**src/sv/assert_macros.svh**
```systemverilog
// ----------------------------------------------------------------------------
// assert_macros.svh
// Shared concurrent assertion macros for the flow hash core.
// ----------------------------------------------------------------------------
`ifndef ASSERT_MACROS_SVH
`define ASSERT_MACROS_SVH

// same-cycle implication, disabled during reset
`define ASSERT_IMPLY(label, clk, rst_n, ante, cons) \
    label: assert property (@(posedge clk) disable iff (!rst_n) (ante) |-> (cons)) \
        else $error("implication check failed");

// next-cycle implication, disabled during reset
`define ASSERT_NEXT(label, clk, rst_n, ante, cons) \
    label: assert property (@(posedge clk) disable iff (!rst_n) (ante) |=> (cons)) \
        else $error("next-cycle check failed");

`endif

```
**src/sv/fth_pkg.sv**
```systemverilog
// ----------------------------------------------------------------------------
// fth_pkg
// Types, constants and mixing functions for the flow tuple hash.
// ----------------------------------------------------------------------------
package fth_pkg;

    localparam logic [31:0] SEED_BASE = 32'hdeadbeef;
    localparam logic [31:0] SEED_LEN  = 32'd3 << 2;
    localparam logic [31:0] SEED_INIT = SEED_BASE + SEED_LEN;

    typedef logic [31:0] word_t;

    typedef struct packed {
        word_t a;
        word_t b;
        word_t c;
    } abc_t;

    function automatic word_t rotl(input word_t x, input logic [4:0] k);
        word_t r;
        r = (x << k) | (x >> (6'd32 - {1'b0, k}));
        return r;
    endfunction

    // mix round step: x = (x - y) ^ rotl(y, k)
    function automatic word_t mix_word(input word_t x, input word_t y, input logic [4:0] k);
        word_t r;
        r = (x - y) ^ rotl(y, k);
        return r;
    endfunction

    // final avalanche step: x = (x ^ y) - rotl(y, k)
    function automatic word_t fin_word(input word_t x, input word_t y, input logic [4:0] k);
        word_t r;
        r = (x ^ y) - rotl(y, k);
        return r;
    endfunction

    function automatic abc_t mix_s0(input abc_t v);
        abc_t r;
        r = v;
        r.a = mix_word(r.a, r.c, 5'd4);
        r.c = r.c + r.b;
        r.b = mix_word(r.b, r.a, 5'd6);
        r.a = r.a + r.c;
        return r;
    endfunction

    function automatic abc_t mix_s1(input abc_t v);
        abc_t r;
        r = v;
        r.c = mix_word(r.c, r.b, 5'd8);
        r.b = r.b + r.a;
        r.a = mix_word(r.a, r.c, 5'd16);
        r.c = r.c + r.b;
        return r;
    endfunction

    function automatic abc_t mix_s2(input abc_t v);
        abc_t r;
        r = v;
        r.b = mix_word(r.b, r.a, 5'd19);
        r.a = r.a + r.c;
        r.c = mix_word(r.c, r.b, 5'd4);
        r.b = r.b + r.a;
        return r;
    endfunction

    function automatic abc_t fin_s0(input abc_t v);
        abc_t r;
        r = v;
        r.c = fin_word(r.c, r.b, 5'd14);
        r.a = fin_word(r.a, r.c, 5'd11);
        return r;
    endfunction

    function automatic abc_t fin_s1(input abc_t v);
        abc_t r;
        r = v;
        r.b = fin_word(r.b, r.a, 5'd25);
        r.c = fin_word(r.c, r.b, 5'd16);
        return r;
    endfunction

    function automatic abc_t fin_s2(input abc_t v);
        abc_t r;
        r = v;
        r.a = fin_word(r.a, r.c, 5'd4);
        r.b = fin_word(r.b, r.a, 5'd14);
        return r;
    endfunction

endpackage

```
**src/sv/fth_seed.sv**
```systemverilog
// ----------------------------------------------------------------------------
// fth_seed
// Two stages: port product, then seed add into the three hash words.
// ----------------------------------------------------------------------------
module fth_seed
    import fth_pkg::*;
(
    input  logic        clk,
    input  logic        rst_n,
    input  logic        adv,
    input  logic        in_v,
    input  logic [7:0]  protocol,
    input  logic [31:0] src_address,
    input  logic [31:0] dst_address,
    input  logic [15:0] src_port,
    input  logic [15:0] dst_port,
    output logic        out_v,
    output abc_t        out_abc
);

    logic        v1_reg;
    logic        v2_reg;
    word_t       prod_reg;
    logic [7:0]  proto_reg;
    word_t       src_reg;
    word_t       dst_reg;
    abc_t        abc_reg;
    word_t       seed;
    abc_t        abc_next;

    always_comb
    begin
        seed       = prod_reg + SEED_INIT;
        abc_next.a = {24'd0, proto_reg} + seed;
        abc_next.b = src_reg + seed;
        abc_next.c = dst_reg + seed;
    end

    always_ff @(posedge clk or negedge rst_n)
    begin
        if (!rst_n)
        begin
            v1_reg <= 1'b0;
            v2_reg <= 1'b0;
        end
        else if (adv)
        begin
            v1_reg <= in_v;
            v2_reg <= v1_reg;
        end
    end

    always_ff @(posedge clk)
    begin
        if (adv)
        begin
            prod_reg  <= {16'd0, src_port} * {16'd0, dst_port};
            proto_reg <= protocol;
            src_reg   <= src_address;
            dst_reg   <= dst_address;
            abc_reg   <= abc_next;
        end
    end

    assign out_v   = v2_reg;
    assign out_abc = abc_reg;

endmodule

```
**src/sv/fth_mix.sv**
```systemverilog
// ----------------------------------------------------------------------------
// fth_mix
// Full mix round, two steps per stage over three stages.
// ----------------------------------------------------------------------------
module fth_mix
    import fth_pkg::*;
(
    input  logic clk,
    input  logic rst_n,
    input  logic adv,
    input  logic in_v,
    input  abc_t in_abc,
    output logic out_v,
    output abc_t out_abc
);

    logic [2:0] v_reg;
    abc_t       s0_reg;
    abc_t       s1_reg;
    abc_t       s2_reg;

    always_ff @(posedge clk or negedge rst_n)
    begin
        if (!rst_n)
        begin
            v_reg <= '0;
        end
        else if (adv)
        begin
            v_reg <= {v_reg[1:0], in_v};
        end
    end

    always_ff @(posedge clk)
    begin
        if (adv)
        begin
            s0_reg <= mix_s0(in_abc);
            s1_reg <= mix_s1(s0_reg);
            s2_reg <= mix_s2(s1_reg);
        end
    end

    assign out_v   = v_reg[2];
    assign out_abc = s2_reg;

endmodule

```
**src/sv/fth_final.sv**
```systemverilog
// ----------------------------------------------------------------------------
// fth_final
// Final avalanche over four stages; last stage is the output register.
// ----------------------------------------------------------------------------
module fth_final
    import fth_pkg::*;
(
    input  logic  clk,
    input  logic  rst_n,
    input  logic  adv,
    input  logic  in_v,
    input  abc_t  in_abc,
    output logic  out_v,
    output word_t out_c
);

    logic [3:0] v_reg;
    abc_t       s0_reg;
    abc_t       s1_reg;
    abc_t       s2_reg;
    word_t      c_reg;

    always_ff @(posedge clk or negedge rst_n)
    begin
        if (!rst_n)
        begin
            v_reg <= '0;
        end
        else if (adv)
        begin
            v_reg <= {v_reg[2:0], in_v};
        end
    end

    always_ff @(posedge clk)
    begin
        if (adv)
        begin
            s0_reg <= fin_s0(in_abc);
            s1_reg <= fin_s1(s0_reg);
            s2_reg <= fin_s2(s1_reg);
            c_reg  <= fin_word(s2_reg.c, s2_reg.b, 5'd24);
        end
    end

    assign out_v = v_reg[3];
    assign out_c = c_reg;

endmodule

```
**src/sv/flow_tuple_hash_core.sv**
```systemverilog
// ----------------------------------------------------------------------------
// flow_tuple_hash_core
// 32-bit flow identifier from five parsed packet header fields.
// ----------------------------------------------------------------------------
// One header transfer is taken per cycle unless frozen, and its flow_hash
// passes two stages for the port product and seed add, three for the mix round
// and four for the final avalanche, the last being the output register. All
// stages advance together; when hash_stall holds a waiting result, the whole
// pipe freezes and hdr_stall rises in the same cycle, so nothing is dropped.
`include "assert_macros.svh"

module flow_tuple_hash_core
    import fth_pkg::*;
(
    input  logic        clk,
    input  logic        rst_n,
    input  logic        hdr_valid,
    output logic        hdr_stall,
    input  logic [7:0]  protocol,
    input  logic [31:0] src_address,
    input  logic [31:0] dst_address,
    input  logic [15:0] src_port,
    input  logic [15:0] dst_port,
    output logic        hash_valid,
    input  logic        hash_stall,
    output logic [31:0] flow_hash
);

    logic adv;
    logic seed_v;
    abc_t seed_abc;
    logic mix_v;
    abc_t mix_abc;

    assign adv       = !(hash_valid && hash_stall);
    assign hdr_stall = !adv;

    fth_seed u_seed (
        .clk         (clk),
        .rst_n       (rst_n),
        .adv         (adv),
        .in_v        (hdr_valid),
        .protocol    (protocol),
        .src_address (src_address),
        .dst_address (dst_address),
        .src_port    (src_port),
        .dst_port    (dst_port),
        .out_v       (seed_v),
        .out_abc     (seed_abc)
    );

    fth_mix u_mix (
        .clk     (clk),
        .rst_n   (rst_n),
        .adv     (adv),
        .in_v    (seed_v),
        .in_abc  (seed_abc),
        .out_v   (mix_v),
        .out_abc (mix_abc)
    );

    fth_final u_final (
        .clk    (clk),
        .rst_n  (rst_n),
        .adv    (adv),
        .in_v   (mix_v),
        .in_abc (mix_abc),
        .out_v  (hash_valid),
        .out_c  (flow_hash)
    );

    `ASSERT_NEXT(a_frozen_hash_holds, clk, rst_n, hash_valid && hash_stall, hash_valid && $stable(flow_hash))
    `ASSERT_NEXT(a_seed_to_mix, clk, rst_n, adv && seed_v, u_mix.v_reg[0])
    `ASSERT_NEXT(a_mix_to_final, clk, rst_n, adv && mix_v, u_final.v_reg[0])

endmodule

```
**config.mk**
```make
export PLATFORM = sky130hd
export DESIGN_NAME = flow_tuple_hash_core
export DESIGN_NICKNAME = d
export VERILOG_FILES = /design/src/sv/fth_pkg.sv /design/src/sv/fth_seed.sv /design/src/sv/fth_mix.sv /design/src/sv/fth_final.sv /design/src/sv/flow_tuple_hash_core.sv
export VERILOG_INCLUDE_DIRS = /design/src /design/src/sv
export SDC_FILE = /design/constraint.sdc
export NUM_CORES = 2
export LEC_CHECK = 0
export ABC_CLOCK_PERIOD_IN_PS = 24800
export BUFFER_PORTS_ARGS = -buffer_cell sky130_fd_sc_hd__buf_4
export CAP_MARGIN = 15
export CORE_AREA = 3 3 281 560
export DETAILED_ROUTE_END_ITERATION = 10
export DIE_AREA = 0 0 284 563
export PLACE_DENSITY = 0.73
export SYNTH_ARGS = -nofsm -noshare
export SYNTH_HDL_FRONTEND = slang
export SYNTH_SLANG_ARGS = --single-unit
```
**constraint.sdc**
```tcl
create_clock -name clk -period 24.8 [get_ports clk]
set_input_delay 1.24 -clock clk [delete_from_list [all_inputs] [get_ports clk]]
set_output_delay 1.24 -clock clk [all_outputs]
set_load 0.02 [all_outputs]
```
**Word-level counts from Yosys, hierarchy flattened**

Index checks and enable logic that the tools add are counted.

- Add/subtract/negate cells: 23
- Multiply operators: 1
- Div/mod/pow operators: 0
- Order comparisons: 0
- Equality and inequality tests: 0
- Shift operators: 0
- Multiplexer cells: 0
- Bitwise operators: 26
- Reduce and logical (&&, ||, !) cells: 1

Operators with widths:

| kind | number |
|---|---|
| subtractor 32 bit | 13 |
| bitwise XOR 32 bit | 13 |
| adder 32 bit | 8 |
| OR 32 x 4 -> 32 bit | 3 |
| OR 32 x 14 -> 32 bit | 2 |
| OR 32 x 16 -> 32 bit | 2 |
| adder 32 bit (second input constant) | 1 |
| adder 8 x 32 -> 32 bit | 1 |
| multiplier 16 x 16 -> 32 bit | 1 |
| OR 32 x 11 -> 32 bit | 1 |
| OR 32 x 19 -> 32 bit | 1 |
| OR 32 x 24 -> 32 bit | 1 |
| OR 32 x 25 -> 32 bit | 1 |
| OR 32 x 6 -> 32 bit | 1 |
| OR 32 x 8 -> 32 bit | 1 |
| logical AND 1 bit | 1 |

- Bits in registers: 785
- Bits in latches: 0
- Memory bits (writable): 0
- ROM bits: 0
- Input port bits: 108
- Output and inout port bits: 34
- Word-level logic and storage cells: 80
- Memories: 0

**Longest topological paths before layout**

- Word-level depth: 4
- Gate-level depth with buffers: 27

**Modules after synthesis**

Synthesis repeated with hierarchy kept, for this count alone.

- Cells, all modules: 7074
- Area total of the unflattened synthesis: 70316.2 sq um

By module, submodules not included:

| module | instances | cells an instance | area an instance (sq um) | sequential area each (sq um) |
|---|---|---|---|---|
| fth_mix | 1 | 2934 | 28003.1 | 8723.4 |
| fth_final | 1 | 2335 | 23311.1 | 8748.4 |
| fth_seed | 1 | 1803 | 18992.0 | 6055.8 |
| flow_tuple_hash_core | 1 | 2 | 10.0 | 0.0 |

**Worst setup path after synthesis**

No wires, ideal clock.

- Path type: input-to-output
- From: in hash_stall
- To: out hdr_stall
- Arrival: 26115 ps
- Required time: 23560 ps
- Setup slack: -2555 ps
- Stages on the path: 3
- Cells stage by stage: nand2_1 -> clkbuf_1 -> inv_1

- Longest elaborated chain between the ends: 1

RTL lines:

| what | RTL line | text |
|---|---|---|
| from (decl) | flow_tuple_hash_core.sv:25 | `input logic hash_stall,` |
| logical AND 1 bit | flow_tuple_hash_core.sv:35 | `assign adv = !(hash_valid && hash_stall);` |
| to (decl) | flow_tuple_hash_core.sv:18 | `output logic hdr_stall,` |

No other way between the ends.

**Final worst setup path**

- From: reg u_final.s0_reg[82] in the netlist's numbering
- To: reg u_final.s1_reg[29] in the netlist's numbering (data pin)

- Longest elaborated chain between the ends: 4

RTL lines:

| what | RTL line | text |
|---|---|---|
| from (decl) | fth_final.sv:18 | `abc_t s0_reg;` |
| from (signal assigned) | fth_final.sv:39 | `s0_reg <= fin_s0(in_abc);` |
| OR 32 x 25 -> 32 bit or bitwise XOR 32 bit (tied branches) | fth_pkg.sv:21, fth_pkg.sv:35 |  |
| subtractor 32 bit * | fth_pkg.sv:35 | `r = (x ^ y) - rotl(y, k);` |
| bitwise XOR 32 bit or OR 32 x 16 -> 32 bit (tied branches) | fth_pkg.sv:35, fth_pkg.sv:21 |  |
| subtractor 32 bit * | fth_pkg.sv:35 |  |
| to (signal assigned) | fth_final.sv:40 | `s1_reg <= fin_s1(s0_reg);` |
| to (decl) | fth_final.sv:19 | `abc_t s1_reg;` |

Mark *: on every way between the ends. The rest lies on a longest branch, timed or not.
A chain may end at the register's enable or synchronous reset.

==> impl_results.md <==
* CTS max path bufs at 3
* Register area share after synthesis at 0.3412
* Maxcap violations at 0
* YS warnings at 0
* Fmax achieved at 116.6 MHz
* Final setup vio count at 0
* Post-synth ARST share at 0.01146
* Ys flop type: edfxtp_1
* Synth area leaders: edfxtp_1 (34%), ha_1 (14%), xnor2_1 (8.7%)
* Wire length on met1 at 63660 µm
* Slew HR at 0.04784
* Final WL at 296300 µm
* WS Path Type: flop to flop
* Max layer used: met5
* Core Region at 153200 µm²
* Hold WC Path Type: input port to asynchronous set/reset pin
* Wire length on met3 at 15090 µm
* Minimum clock period at 8.574 ns
* Top-count cell post-synth: inv_1
* Drt wl/cell at 31.75 µm
* Global-route wire length before repair at 413500 µm
* Hold bufs inserted after CTS at 0
* Area growth syn-to-layout at 10.64%
* DIE HEIGHT at 563 µm
* Share of layout cells above drive strength 1 at 0.06525
* Pins Over Slew Limit at 0
* # IOs at 142
* Via Count at 55330
* CTS Buf Count at 82
* Worst r2r path cells at 24
* CTS tree: built
* Cell row count at 203
* HPWL Detailed at 242500 µm
* GPL Wtd Cong at 1.091
* Synth area leader: edfxtp_1
* Initial DRC count at 3113
* CTS Root Cell: clkbuf_16
* Post-Syn Instances at 6933
* Clk_skew at 0.02812 ns
* Top-area cell type share of the netlist area at 0.3379
* Setup TNS at 0 ns
* Placed cell count at 9137
* CP endpoint kind: flop
* Postcts setup bufs at 0
* Worst r2r dst: u_final.s1_reg[29]$_DFFE_PN_
* Synth top cells by count: inv_1 (781), edfxtp_1 (776), ha_1 (764)
* R2r setup slk at 16.23 ns
* Post-route ant nets at 0
* Total track usage at 0.3709
* Clock transition at the registers of the reported paths at 0.07 ns
* Initial antenna violation count at 22
* Clock sinks at 785
* Status: completed
* Multi-input logic area at 42470 µm²
* H-tree Lvls at 3
* Worst Path Arrival at 9.02 ns
* Syn nets at 8021
* Post-synth EDFFs at 776
* CP max FO at 6
* Total grt overflow at 0
* Netlist cell types at 95
* Post-CTS Resized at 0
* Initial Util at 0.4502
* Filler cells at 14230
* Period utilisation layout at 0.3457
* RSZ-0062 raised after global routing: false
* TritonRoute pass-1 iters at 6
* FF+latch area at 23530 µm²
* FF-to-FF Start: u_final.s0_reg[82]$_DFFE_PN_
* Die area at 159900 µm²
* IO Port Bufs at 141
* Nets at 8282
* Synth Register Bits at 785
* Largest net degree at the start of global routing at 131
* Final std cells w/o fill at 9331
* Die X at 284 µm
* Syn_area_per_cell at 9.946 µm²
* Worst-Skew Late Latency at 0.72 ns
* Crit path required time at 25.25 ns
* Netlist Area Pre-Place at 68960 µm²
* Slew @ Worst Pin at 1.418 ns
* Met2 WL post-DR at 162700 µm
* Hold Violations, Final at 0
* DRC at 0
* Vias in the first global route at 59170
* Via/cell ratio at 5.930
* Worst setup SP type: flop
[area by class of cell]
class                      instances  area share
antenna                           17   0.0005576
clock buffer                      92     0.02766
clock inverter                    62    0.008839
inverter                         781     0.03842
multi-input combinational       5299      0.5567
sequential                       785      0.3084
tap                             2050     0.03362
timing repair buffer             245     0.02584
[worst max-delay path by stage]
stage                                            start  depth (start not counted)  slack (ns)                             to
final                     u_final.s0_reg[82]$_DFFE_PN_                         24       16.23   u_final.s1_reg[29]$_DFFE_PN_
after global routing      u_final.s0_reg[80]$_DFFE_PN_                         24       16.10   u_final.s1_reg[31]$_DFFE_PN_
after CTS                 u_final.s0_reg[81]$_DFFE_PN_                         24       16.58   u_final.s1_reg[29]$_DFFE_PN_
after detailed placement                   src_port[7]                         23       16.25  u_seed.prod_reg[29]$_DFFE_PN_
after global placement                     src_port[7]                         23       16.32  u_seed.prod_reg[29]$_DFFE_PN_
after floorplan                             hash_stall                          3       10.72                      hdr_stall
[critical path: stages (launching register included)]
cell and delay (ns):
edfxtp_1 0.51, xor2_1 0.66, ha_1 0.32, nand2_1 0.11, nor3_1 0.44, and2_1 0.44
nand3_1 0.14, o21a_1 0.41, a311oi_1 0.56, nor2b_1 0.23, o21ai_0 0.12, nor2b_1 0.16
xnor2_1 0.71, inv_1 0.31, ha_1 0.46, a21o_1 0.21, a21o_1 0.20, a21oi_1 0.18
o21ai_0 0.11, a31oi_1 0.78, o21ai_0 0.40, a21o_1 0.26, a21oi_1 0.25, o21ai_0 0.15
xor2_1 0.16
[layer usage]
metal  vias to the layer above  global-route usage
li1                      25090                   -
met1                     26560              0.2053
met2                      2159              0.7210
met3                      1515              0.1072
met4                        14              0.5421
met5                         -                   0
[kinds of logic after synthesis]
kind of cell,synth area share
AO/OA/AOI/OAI,0.1634
multiplexers,0.002177
adder cells (fa/ha/maj),0.2013
AND/OR/NAND/NOR,0.1053
buffers and inverters,0.04621
XOR/XNOR,0.1405
flip-flops,0.3412
[metrics by stage]
step	area, µm²	hold slack [ns]	worst slack [ns]	util
after floorplan	68960	0.4264	10.72	-
after global placement	73070	0.4363	16.32	0.4771
after detailed placement	73080	0.4630	16.25	0.4772
after CTS	75870	0.3144	16.58	0.4953
after global routing	76270	0.3290	16.10	0.4980
final	76300	0.3420	16.23	0.4982
[layout by cell type (no fill, tap or decap), types with 19 or more instances in the layout]
master,count
inv_1,781
edfxtp_1,776
ha_1,764
xnor2_1,666
a21oi_1,541
xor2_1,399
nand2_1,388
a21o_1,318
nor2_1,313
o21ai_0,302
buf_4,226
fa_1,216
and2_1,158
nand3_1,123
nand2b_1,105
o21a_1,104
nor2b_1,88
clkbuf_16,83
nor3_1,80
o21bai_1,76
and3_1,62
a31oi_1,60
a211oi_1,51
nand4_1,40
o211ai_1,29
or3_1,25
o31ai_1,22
a211o_1,19
a21boi_0,19
Power is not shown: default switching activity piles up to over one toggle a cycle in this logic, so the estimate is an artifact.
